$ cat src/design/frcd_pkg.sv
// ----------------------------------------------------------------------------
// frcd_pkg: shared types and constants for the frc dither block
// item layouts, mask geometry and the per-channel cycle start table
// ----------------------------------------------------------------------------
package frcd_pkg;

	localparam int FRAME_CYCLE = 8;
	localparam int MASK_SIZE   = 32;
	localparam int MASK_DEPTH  = MASK_SIZE * MASK_SIZE;
	localparam int MASK_AW     = $clog2(MASK_DEPTH);
	localparam int PHASE_W     = $clog2(FRAME_CYCLE);
	localparam int IN_W        = 12;
	localparam int OUT_W       = 8;
	localparam int NUM_CHAN    = 3;

	typedef enum logic {
		FUNC_DITHER  = 1'b0,
		FUNC_MASK_WR = 1'b1
	} func_t;

	typedef struct packed {
		func_t              func;
		logic [PHASE_W-1:0] row_phase;
		logic [PHASE_W-1:0] col_phase;
		logic [PHASE_W-1:0] frame_phase;
		logic [IN_W-1:0]    red_in;
		logic [IN_W-1:0]    green_in;
		logic [IN_W-1:0]    blue_in;
		logic [MASK_AW-1:0] mask_addr;
		logic               mask_bit;
	} src_item_t;

	typedef struct packed {
		logic [OUT_W-1:0] red_out;
		logic [OUT_W-1:0] green_out;
		logic [OUT_W-1:0] blue_out;
	} dst_item_t;

	// write port shared by the three mask copies
	typedef struct packed {
		logic               en;
		logic [MASK_AW-1:0] addr;
		logic               data;
	} mask_wr_t;

	// cycle start per channel, indexed by (row_phase >= 4, col_phase >= 4)
	localparam logic [1:0] CYCLE_START [NUM_CHAN][2][2] = '{
		'{'{2'd0, 2'd1}, '{2'd3, 2'd2}},
		'{'{2'd1, 2'd3}, '{2'd0, 2'd2}},
		'{'{2'd2, 2'd0}, '{2'd3, 2'd1}}
	};

	// column group: cycle start plus frame phase, wrapping at the frame cycle
	function automatic logic [PHASE_W-1:0] grp_col(
		input logic [1:0]         chan,
		input logic [PHASE_W-1:0] row_phase,
		input logic [PHASE_W-1:0] col_phase,
		input logic [PHASE_W-1:0] frame_phase
	);
		logic [1:0] start;
		start = CYCLE_START[chan][row_phase[PHASE_W-1]][col_phase[PHASE_W-1]];
		return PHASE_W'({{(PHASE_W-2){1'b0}}, start} + frame_phase);
	endfunction

endpackage

$ cat src/design/frcd_chan.sv
// ----------------------------------------------------------------------------
// frcd_chan: one color channel of the frc dither
// private copy of the dither mask, mask lookup and saturating round-up
// ----------------------------------------------------------------------------
module frcd_chan (
	input  logic                                clk,
	input  frcd_pkg::mask_wr_t                  mask_wr,
	input  logic                                rd_en,
	input  logic [frcd_pkg::IN_W-1:0]           value,
	input  logic [frcd_pkg::PHASE_W-1:0]        row_phase,
	input  logic [frcd_pkg::PHASE_W-1:0]        col_phase,
	input  logic [frcd_pkg::PHASE_W-1:0]        grp_col,
	output logic [frcd_pkg::OUT_W-1:0]          chan_out
);

	logic                          mask_q [frcd_pkg::MASK_DEPTH];
	logic [3:0]                    nib;
	logic [2:0]                    group;
	logic [frcd_pkg::MASK_AW-1:0]  rd_addr;
	logic                          bit_s1;
	logic                          inv_s1;
	logic                          zero_s1;
	logic [frcd_pkg::OUT_W-1:0]    hi_s1;
	logic                          up;

	assign nib = value[3:0];

	// nibble 1..7 picks group n-1, nibble 8..15 picks group 15-n
	assign group   = nib[3] ? ~nib[2:0] : (nib[2:0] - 3'd1);
	assign rd_addr = {group, row_phase[1:0], grp_col, col_phase[1:0]};

	always_ff @(posedge clk) begin
		if (mask_wr.en) begin
			mask_q[mask_wr.addr] <= mask_wr.data;
		end
	end

	always_ff @(posedge clk) begin
		if (rd_en) begin
			bit_s1  <= mask_q[rd_addr];
			inv_s1  <= nib[3];
			zero_s1 <= (nib == 4'd0);
			hi_s1   <= value[frcd_pkg::IN_W-1:frcd_pkg::IN_W-frcd_pkg::OUT_W];
		end
	end

	assign up       = !zero_s1 && (bit_s1 ^ inv_s1) && !(&hi_s1);
	assign chan_out = up ? (hi_s1 + frcd_pkg::OUT_W'(1)) : hi_s1;

endmodule

$ cat src/design/frc_dither_12to8.sv
// ----------------------------------------------------------------------------
// frc_dither_12to8: spatio-temporal frc dither, 12-bit to 8-bit rgb
// four-bit, eight-frame dither driven by a loadable 32x32 one-bit mask
// ----------------------------------------------------------------------------
// One item enters per clock while src_stall is low; a dither item's result
// leaves through two registers: the first is the synchronous read of the
// mask, the second is the result register. Each channel keeps its own copy
// of the 1024-bit mask so the three lookups of one pixel happen in the same
// read cycle; a mask-write item updates all three copies at once and gives
// no result. The mask has no reset and no clearing pass: every entry that
// dither items will touch must be written first. The input side keeps taking
// items while a finished result waits on a stalled output, as long as the
// read stage is empty. Channels whose low nibble is zero pass through
// truncated; a round-up at 255 saturates.
module frc_dither_12to8 (
	input  logic                 clk,
	input  logic                 arst_n,
	input  logic                 src_valid,
	output logic                 src_stall,
	input  frcd_pkg::src_item_t  src_item,
	output logic                 dst_valid,
	input  logic                 dst_stall,
	output frcd_pkg::dst_item_t  dst_item
);

	logic                         adv;        // result register can load
	logic                         en_s1;      // read stage can load
	logic                         acc;        // item accepted this edge
	logic                         acc_dither;
	logic                         valid_s1;
	frcd_pkg::mask_wr_t           mask_wr;
	logic [frcd_pkg::OUT_W-1:0]   chan_out [frcd_pkg::NUM_CHAN];
	logic [frcd_pkg::IN_W-1:0]    chan_in  [frcd_pkg::NUM_CHAN];

	// handshake and stage enables
	assign adv        = !dst_valid || !dst_stall;
	assign en_s1      = !valid_s1 || adv;
	assign src_stall  = !en_s1;
	assign acc        = src_valid && en_s1;
	assign acc_dither = acc && (src_item.func == frcd_pkg::FUNC_DITHER);

	// mask writes go to every channel copy
	assign mask_wr.en   = acc && (src_item.func == frcd_pkg::FUNC_MASK_WR);
	assign mask_wr.addr = src_item.mask_addr;
	assign mask_wr.data = src_item.mask_bit;

	assign chan_in[0] = src_item.red_in;
	assign chan_in[1] = src_item.green_in;
	assign chan_in[2] = src_item.blue_in;

	for (genvar c = 0; c < frcd_pkg::NUM_CHAN; c++) begin : g_chan
		frcd_chan u_chan (
			.clk       (clk),
			.mask_wr   (mask_wr),
			.rd_en     (acc_dither),
			.value     (chan_in[c]),
			.row_phase (src_item.row_phase),
			.col_phase (src_item.col_phase),
			.grp_col   (frcd_pkg::grp_col(2'(c), src_item.row_phase,
			                              src_item.col_phase, src_item.frame_phase)),
			.chan_out  (chan_out[c])
		);
	end

	// read stage valid: only dither items carry on
	always_ff @(posedge clk or negedge arst_n) begin
		if (!arst_n) begin
			valid_s1 <= 1'b0;
		end else if (en_s1) begin
			valid_s1 <= acc_dither;
		end
	end

	// result register
	always_ff @(posedge clk or negedge arst_n) begin
		if (!arst_n) begin
			dst_valid <= 1'b0;
		end else if (adv) begin
			dst_valid <= valid_s1;
		end
	end

	always_ff @(posedge clk) begin
		if (adv && valid_s1) begin
			dst_item.red_out   <= chan_out[0];
			dst_item.green_out <= chan_out[1];
			dst_item.blue_out  <= chan_out[2];
		end
	end

`ifndef ASSERT_OFF
	// a mask write never turns into a result
	a_wr_no_result: assert property (@(posedge clk) disable iff (!arst_n)
		mask_wr.en |=> !valid_s1)
		else $error("mask write item entered the read stage");

	// an accepted dither item always reaches the read stage
	a_dither_enters: assert property (@(posedge clk) disable iff (!arst_n)
		acc_dither |=> valid_s1)
		else $error("dither item lost at the read stage");

	// a pending item is held while the output is stalled
	a_hold_s1: assert property (@(posedge clk) disable iff (!arst_n)
		(valid_s1 && dst_valid && dst_stall) |=> valid_s1)
		else $error("read stage item dropped under output stall");
`endif

endmodule
$ cat config.mk
export PLATFORM = sky130hd
export DESIGN_NAME = frc_dither_12to8
export DESIGN_NICKNAME = d
export VERILOG_FILES = /design/src/design/frcd_pkg.sv /design/src/design/frcd_chan.sv /design/src/design/frc_dither_12to8.sv
export SDC_FILE = /design/constraint.sdc
export NUM_CORES = 2
export LEC_CHECK = 0
export ABC_AREA = 1
export BUFFER_PORTS_ARGS = -buffer_cell sky130_fd_sc_hd__buf_2
export CAP_MARGIN = 20
export CORE_MARGIN = 5
export CORE_UTILIZATION = 30
export DETAILED_ROUTE_END_ITERATION = 16
export GPL_TIMING_DRIVEN = 1
export PLACE_DENSITY = 0.5
export SLEW_MARGIN = 20
export SYNTH_ARGS = -nofsm -noshare
export SYNTH_HDL_FRONTEND = slang
export SYNTH_HIERARCHICAL = 1
export SYNTH_SLANG_ARGS = --single-unit
$ cat constraint.sdc
create_clock -name clk -period 6.93 [get_ports clk]
set_clock_uncertainty 0.15 [all_clocks]
set_input_delay 1.0395 -clock clk [delete_from_list [all_inputs] [get_ports clk]]
set_output_delay 1.0395 -clock clk [all_outputs]
set_load 0.01 [all_outputs]
Word level (Yosys, flattened, before mapping)
Memories as Yosys holds them, arrays and structs flattened. A register that Yosys moved wholly into a read port is not among the register bits.
Cells that the tools add are included.

cells by class
  div/mod/pow operators = 0
  mux-type cells = 26
  equality and inequality tests = 0
  reductions and logical operators = 28
  multipliers = 0
  magnitude comparators = 2
  add/sub/neg operators = 9
  shifts and indexed selects = 0
  bitwise gates (word level) = 9

operators by type and width
  cell                                                                 number
  4-bit two-way mux                                                    7
  8-bit by 1-bit adder with 8-bit output (second input constant)       3
  8-bit two-way mux                                                    3
  8-bit AND reduction                                                  3
  2-bit two-way mux                                                    9
  3-bit two-way mux                                                    5
  4-bit logical NOT                                                    3
  1-bit logical AND                                                    10
  1-bit logical NOT                                                    10
  2-bit by 3-bit adder with 3-bit output                               3
  3-bit NOT                                                            3
  3-bit by 1-bit subtractor with 3-bit output (second input constant)  3
  2-bit >= comparator (second input constant)                          2
  1-bit NOT with 2-bit output                                          2
  1-bit bitwise XOR                                                    3
  1-bit logical OR                                                     2
  1-bit two-way mux                                                    2
  1-bit NOT                                                            1

storage, ports and cells
  memories = 3
  bits in read-only memories = 0
  logic and storage cells = 91
  input port bits = 61
  flip-flop bits (word level) = 56
  latch bits = 0
  bits in writable memories = 3072
  output and inout bits = 26

memories
  memory                   words  bits a word  read ports  clocked after memory_dff  write ports  RTL line         text
  g_chan[0].u_chan.mask_q  1024   1            1           1                         1            frcd_chan.sv:16  logic mask_q [frcd_pkg::MASK_DEPTH];
  g_chan[1].u_chan.mask_q  1024   1            1           1                         1            frcd_chan.sv:16
  g_chan[2].u_chan.mask_q  1024   1            1           1                         1            frcd_chan.sv:16

Logic depth before layout (Yosys ltp)
  word-level depth = 8
  depth in mapped cells = 16

Modules after synthesis
Netlist, hierarchy kept.

modules (own cells, without submodules)
  module                            seq. area each (sq um)  times used  area each (sq um)  cells each
  frcd_chan (g_chan[0].u_chan ...)  31079.8                 2           46736.1            4723
  frcd_chan (g_chan[2].u_chan)      31079.8                 1           46838.7            4723
  frc_dither_12to8                  770.7                   1           982.2              56

Least setup slack after synthesis
OpenSTA, ideal clock, no wires.

  path kind = input to register
  from = input port src_item[52] (netlist name)
  to = register g_chan[0].u_chan.bit_s1, read port of g_chan[0].u_chan.mask_q, data pin
  arrival = 3.040 ns
  stages = 16
  setup time = 0.253 ns
  path slack = 3.487 ns
  required time = 6.527 ns
  cell sequence = xor2_1 > ha_1 > inv_1 > fa_1 > inv_1 > clkbuf_1 > buf_1 > nand3_1 > nand3_1 > nand3_1 > nand3_1 > nand2_1 > nand2_1 > nand3_1 > nand3_1 > nand2_1

between the ends
  cells in the longest elaborated chain, start to end = 5

RTL lines
  element                                                RTL line                text
  start, declared                                        frc_dither_12to8.sv:20  input frcd_pkg::src_item_t src_item,
  1-bit NOT with 2-bit output (not written as such)      frcd_pkg.sv:61          start = CYCLE_START[chan][row_phase[PHASE_W-1]][col_phase[PHASE_W-1]];
  2-bit two-way mux (not written as such) (3 in series)  frcd_pkg.sv:61
  2-bit by 3-bit adder with 3-bit output                 frcd_pkg.sv:62          return PHASE_W'({{(PHASE_W-2){1'b0}}, start} + frame_phase);
  end, declared                                          frcd_chan.sv:20         logic bit_s1;

Every way passes these cells. The select of a mux whose other input is x is not followed.
A chain may end at the register's enable or synchronous reset.

Worst setup path in the final report
  from = input port src_item[55] (netlist name)
  to = register g_chan[0].u_chan.bit_s1, read port of g_chan[0].u_chan.mask_q, data pin

between the ends
  cells in the longest elaborated chain, start to end = 8

RTL lines
  element                                                RTL line
  1-bit NOT with 2-bit output (not written as such)      frcd_pkg.sv:61
  4-bit two-way mux (not written as such) (3 in series)  frcd_pkg.sv:61
  2-bit two-way mux (not written as such) (3 in series)  frcd_pkg.sv:61
  2-bit by 3-bit adder with 3-bit output                 frcd_pkg.sv:62

Every way passes these cells. The select of a mux whose other input is x is not followed.

==> impl_metrics.xml <==
<?xml version="1.0" encoding="UTF-8"?>
<metrics>
  <group name="detailed_routing">
    <metric name="vias" unit="">104000</metric>
    <metric name="drcViolationCount" unit="">0</metric>
    <metric name="route.detailed.wl_per_inst" unit="microns">23.4</metric>
    <metric name="via_count_normalized_by_instance_count" unit="">5.15</metric>
    <metric name="detailedRoute.firstIterationViolations" unit="">11600</metric>
    <metric name="drt_total_wl" unit="mm">473</metric>
    <metric name="firstDrtPassIters" unit="">5</metric>
    <metric name="route.antenna.remaining_nets" unit="">0</metric>
  </group>
  <group name="die">
    <metric name="ios" unit="">87</metric>
    <metric name="placeableCoreArea" unit="sq mm">0.470</metric>
    <metric name="rows" unit="">252</metric>
    <metric name="die_x" unit="microns">696</metric>
    <metric name="start_util" unit="%">30.1</metric>
    <metric name="die-area" unit="sq mm">0.485</metric>
    <metric name="die_h" unit="microns">696</metric>
  </group>
  <group name="sta">
    <metric name="report.final.hold_viol_count" unit="">0</metric>
    <metric name="finalWorstSetupSlack" unit="ns">2.98</metric>
    <metric name="final.min_clock_period" unit="ns">3.95</metric>
    <metric name="finalSetupTns" unit="ns">0</metric>
    <metric name="worst_pin_slew" unit="ns">1.33</metric>
    <metric name="maxSlewHeadroom" unit="%">11.5</metric>
    <metric name="maximum_clock_rate" unit="MHz">253</metric>
    <metric name="final_min_period_over_clock_period" unit="%">57.0</metric>
    <metric name="rsz0062_at_grt" unit="">false</metric>
    <metric name="finalSetupViolations" unit="">0</metric>
    <metric name="final_report_max_slew_violation_count" unit="">0</metric>
  </group>
  <group name="grt">
    <metric name="wire_length_of_the_first_global_routing_pass" unit="mm">682</metric>
    <metric name="globalRouteOverflowTotal" unit="">0</metric>
    <metric name="grt.total_usage" unit="%">18.8</metric>
    <metric name="grt_start_max_net_pins" unit="">251</metric>
    <metric name="grt_pass1_vias" unit="">97900</metric>
    <metric name="antenna_found_initial" unit="">32</metric>
  </group>
  <group name="clock_tree">
    <metric name="clock_latency" unit="ns">0.98</metric>
    <metric name="post_cts.resized_instances" unit="">0</metric>
    <metric name="post-cts-setup-buffers" unit="">0</metric>
    <metric name="clock-root-buffer" unit="">sky130_fd_sc_hd__clkbuf_16</metric>
    <metric name="cts.hold.buffers_added" unit="">1</metric>
    <metric name="tritoncts.num_buffers" unit="">357</metric>
    <metric name="clock_tree_sinks" unit="">3131</metric>
    <metric name="clkTransAtPathRegs" unit="ns">0.06</metric>
    <metric name="cts_max_path_buffers" unit="">4</metric>
    <metric name="cts_tree" unit="">yes</metric>
    <metric name="h_tree_depth" unit="">5</metric>
  </group>
  <group name="logic_synthesis">
    <metric name="synth.distinct_cells" unit="">25</metric>
    <metric name="syn_area" unit="sq mm">0.141</metric>
    <metric name="synth.top_cells.by_area" unit="">sky130_fd_sc_hd__edfxtp_1 67%, sky130_fd_sc_hd__nand3_1 11%, sky130_fd_sc_hd__nand2_1 8.8%, sky130_fd_sc_hd__nor2_1 8.3%, sky130_fd_sc_hd__buf_2 1.5%</metric>
    <metric name="syn_inst" unit="">14200</metric>
    <metric name="ys_dominant_reg_cell" unit="">sky130_fd_sc_hd__edfxtp_1</metric>
    <metric name="synth.largest_area_cell" unit="">sky130_fd_sc_hd__edfxtp_1</metric>
    <metric name="synth.ff_latch_count" unit="">3131</metric>
    <metric name="syn-mean-instance-area" unit="sq um">9.93</metric>
    <metric name="synth_largest_type_area_fraction" unit="%">66.5</metric>
    <metric name="ys_warn_count" unit="">6</metric>
    <metric name="synthArstFlopShare" unit="%">0.0639</metric>
    <metric name="seq_area_frac_synth" unit="%">66.5</metric>
    <metric name="synth-edff-count" unit="">3129</metric>
    <metric name="synth.net_count" unit="">14300</metric>
  </group>
  <group name="place">
    <metric name="io_buffers" unit="">86</metric>
    <metric name="dp_worst_slack" unit="ns">2.02</metric>
    <metric name="gp_routability_congestion" unit="">0.757</metric>
    <metric name="dp_hpwl" unit="mm">220</metric>
  </group>
  <group name="layout">
    <metric name="area.growth.synth_to_final" unit="%">11.6</metric>
    <metric name="num-nets-final" unit="">13700</metric>
    <metric name="share_of_final_layout_standard_cells_stronger_than_drive_strength_1" unit="%">6.95</metric>
    <metric name="fill_cells" unit="">48100</metric>
  </group>
  <group name="min_path">
    <metric name="min_delay_worst_endpoint" unit="">g_chan[2].u_chan/hi_s1[1]</metric>
    <metric name="worst_hold_depth" unit="">1</metric>
    <metric name="holdCritStartpoint" unit="">src_item[16]</metric>
    <metric name="hold_class" unit="">in2reg</metric>
  </group>
  <group name="critical_path">
    <metric name="endpoint_required_time_on_the_critical_path" unit="ns">7.46</metric>
    <metric name="reg2reg_from" unit="">dst_valid</metric>
    <metric name="worst_setup_path_start_kind" unit="">input pin</metric>
    <metric name="endpoint_of_the_worst_register_to_register_path" unit="">g_chan[2].u_chan/mask_q[952]</metric>
    <metric name="setup.worst_path.class" unit="">in2reg</metric>
    <metric name="cp.arrival" unit="ns">4.48</metric>
    <metric name="worstSetupEndpointType" unit="">register</metric>
    <metric name="reg2reg_slack" unit="ns">3.21</metric>
    <metric name="critPathMaxFanout" unit="">64</metric>
    <metric name="worstRegToRegCells" unit="">7</metric>
  </group>
  <group name="pwr">
    <metric name="power.share.switching" unit="%">24.9</metric>
    <metric name="p_int" unit="mW">31.7</metric>
    <metric name="combinational_group_share_of_total_power" unit="%">8.0</metric>
    <metric name="netSwitchingPower" unit="mW">10.5</metric>
    <metric name="seqPwrFrac" unit="%">49.4</metric>
    <metric name="leakage" unit="nW">50.9</metric>
    <metric name="pwr_dens" unit="mW/mm^2">268</metric>
    <metric name="vdd.ir_drop.worst" unit="mV">0.167</metric>
    <metric name="power.clock.fraction" unit="%">42.6</metric>
  </group>
  <group name="status">
    <metric name="status" unit="">completed</metric>
  </group>
  <group name="job">
    <metric name="cap_violations" unit="">0</metric>
  </group>
</metrics>
-- kinds of logic after synthesis --
kind of cell	count (synthesis)	share of synthesized area, %
AO/OA/AOI/OAI	5	0.0177
XOR/XNOR	31	0.192
adder cells (fa/ha/maj)	15	0.149
buffers and inverters	1404	4.64
flip-flops	3131	66.5
multiplexers	3	0.0239
AND/OR/NAND/NOR	9636	28.4
-- worst max-delay path: stages --
cell,delay [ns]
sky130_fd_sc_hd__buf_2,0.14
sky130_fd_sc_hd__xor2_1,0.23
sky130_fd_sc_hd__ha_4,0.15
sky130_fd_sc_hd__inv_1,0.04
sky130_fd_sc_hd__fa_1,0.59
sky130_fd_sc_hd__inv_4,0.24
sky130_fd_sc_hd__inv_4,0.84
sky130_fd_sc_hd__nand3_1,0.19
sky130_fd_sc_hd__nand3_1,0.12
sky130_fd_sc_hd__nand3_1,0.16
sky130_fd_sc_hd__nand3_1,0.19
sky130_fd_sc_hd__nand2_1,0.07
sky130_fd_sc_hd__nand2_1,0.13
sky130_fd_sc_hd__nand3_1,0.09
sky130_fd_sc_hd__nand3_1,0.08
sky130_fd_sc_hd__nand2_1,0.06
-- power groups by stage --
stage | clock network [mW] | logic, mW | registers [mW]
after global routing | 19.1 | 3.62 | 20.9
after CTS | 18.4 | 3.35 | 20.9
after floorplan | 0 | 1.88 | 21.3
after detailed placement | 0 | 3.35 | 21.3
after global placement | 0 | 3.35 | 21.3
final | 18.0 | 3.37 | 20.9
-- synthesized netlist by cell type, types with 4 or more instances --
cell type                  instances
sky130_fd_sc_hd__o21ai_0           4
sky130_fd_sc_hd__buf_1           168
sky130_fd_sc_hd__buf_2           418
sky130_fd_sc_hd__xor2_1           11
sky130_fd_sc_hd__nand3_1        3070
sky130_fd_sc_hd__inv_2             6
sky130_fd_sc_hd__xnor2_1          20
sky130_fd_sc_hd__buf_6            46
sky130_fd_sc_hd__ha_1             12
sky130_fd_sc_hd__inv_1           135
sky130_fd_sc_hd__nand2_1        3324
sky130_fd_sc_hd__nor2_1         3137
sky130_fd_sc_hd__clkbuf_1        516
sky130_fd_sc_hd__nand4_1          27
sky130_fd_sc_hd__nor3_1           72
sky130_fd_sc_hd__clkinv_1          6
sky130_fd_sc_hd__edfxtp_1       3129
sky130_fd_sc_hd__buf_4           106
-- flip-flops by register name (all words and copies together), names as in the netlist --
register and flops:
g_chan.u_chan/inv_s1 3, dst_item 24, g_chan.u_chan/bit_s1 3, g_chan.u_chan/zero_s1 3, g_chan.u_chan/hi_s1 24, g_chan.u_chan/mask_q 3072, dst_valid 1, valid_s1 1
-- final cells by class --
cell class	count	area (sq um)	share of cell area, %
well taps	6223	7790	4.94
clock buffers	457	9420	5.97
multi-input cells	9690	41300	26.2
repair buffers	330	3010	1.91
clock inverters	194	1470	0.929
flip-flops and latches	3131	94000	59.6
diodes	23	57.6	0.0365
inverters	150	696	0.441
-- per-stage QoR --
stage | util [%] | instances | power (mW) | cell area, sq um | hold slack [ns]
finish | 33.5 | 20200 | 42.3 | 158000 | 0.128
global route | 33.5 | 20200 | 43.6 | 158000 | 0.0925
CTS | 33.5 | 20200 | 42.6 | 157000 | 0.0575
detailed placement | 31.2 | 19500 | 24.6 | 146000 | 0.344
global placement | 31.1 | 19500 | 24.6 | 146000 | 0.347
floorplan | - | 14200 | 23.2 | 141000 | 0.296
-- placed cells by master, fill, tap and decap left out, drive strengths merged, types with 2 or more instances in the layout --
cell,n
mux2,3
nand3,3070
diode,23
ha,12
xnor2,20
nand3b,3
clkinv,170
nor2,3137
dfrtp,2
nand4,27
clkinvlp,6
edfxtp,3129
nor3b,3
o21ai,4
buf,329
inv,155
clkbuf,457
bufinv,13
nand2,3324
xor2,11
nor3,72
fa,3
-- worst max path at each step --
| stage | from | end |
|---|---|---|
| floorplan | src_item[52] | g_chan[0].u_chan/bit_s1 |
| finish | src_item[55] | g_chan[0].u_chan/bit_s1 |
| global route | src_item[55] | g_chan[0].u_chan/bit_s1 |
| global placement | src_item[55] | g_chan[0].u_chan/bit_s1 |
| detailed placement | src_item[55] | g_chan[0].u_chan/bit_s1 |
| CTS | src_item[55] | g_chan[0].u_chan/bit_s1 |
-- layer usage --
layer / track usage, % / routed length, microns / vias up
li1: - / - / 47000
met1: 26.1 / 206000 / 52700
met2: 31.0 / 221000 / 3597
met3: 2.65 / 32900 / 646
met4: 4.87 / 12400 / 16
met5: 0 / 105 / -
(Power assumes the default switching activity.)
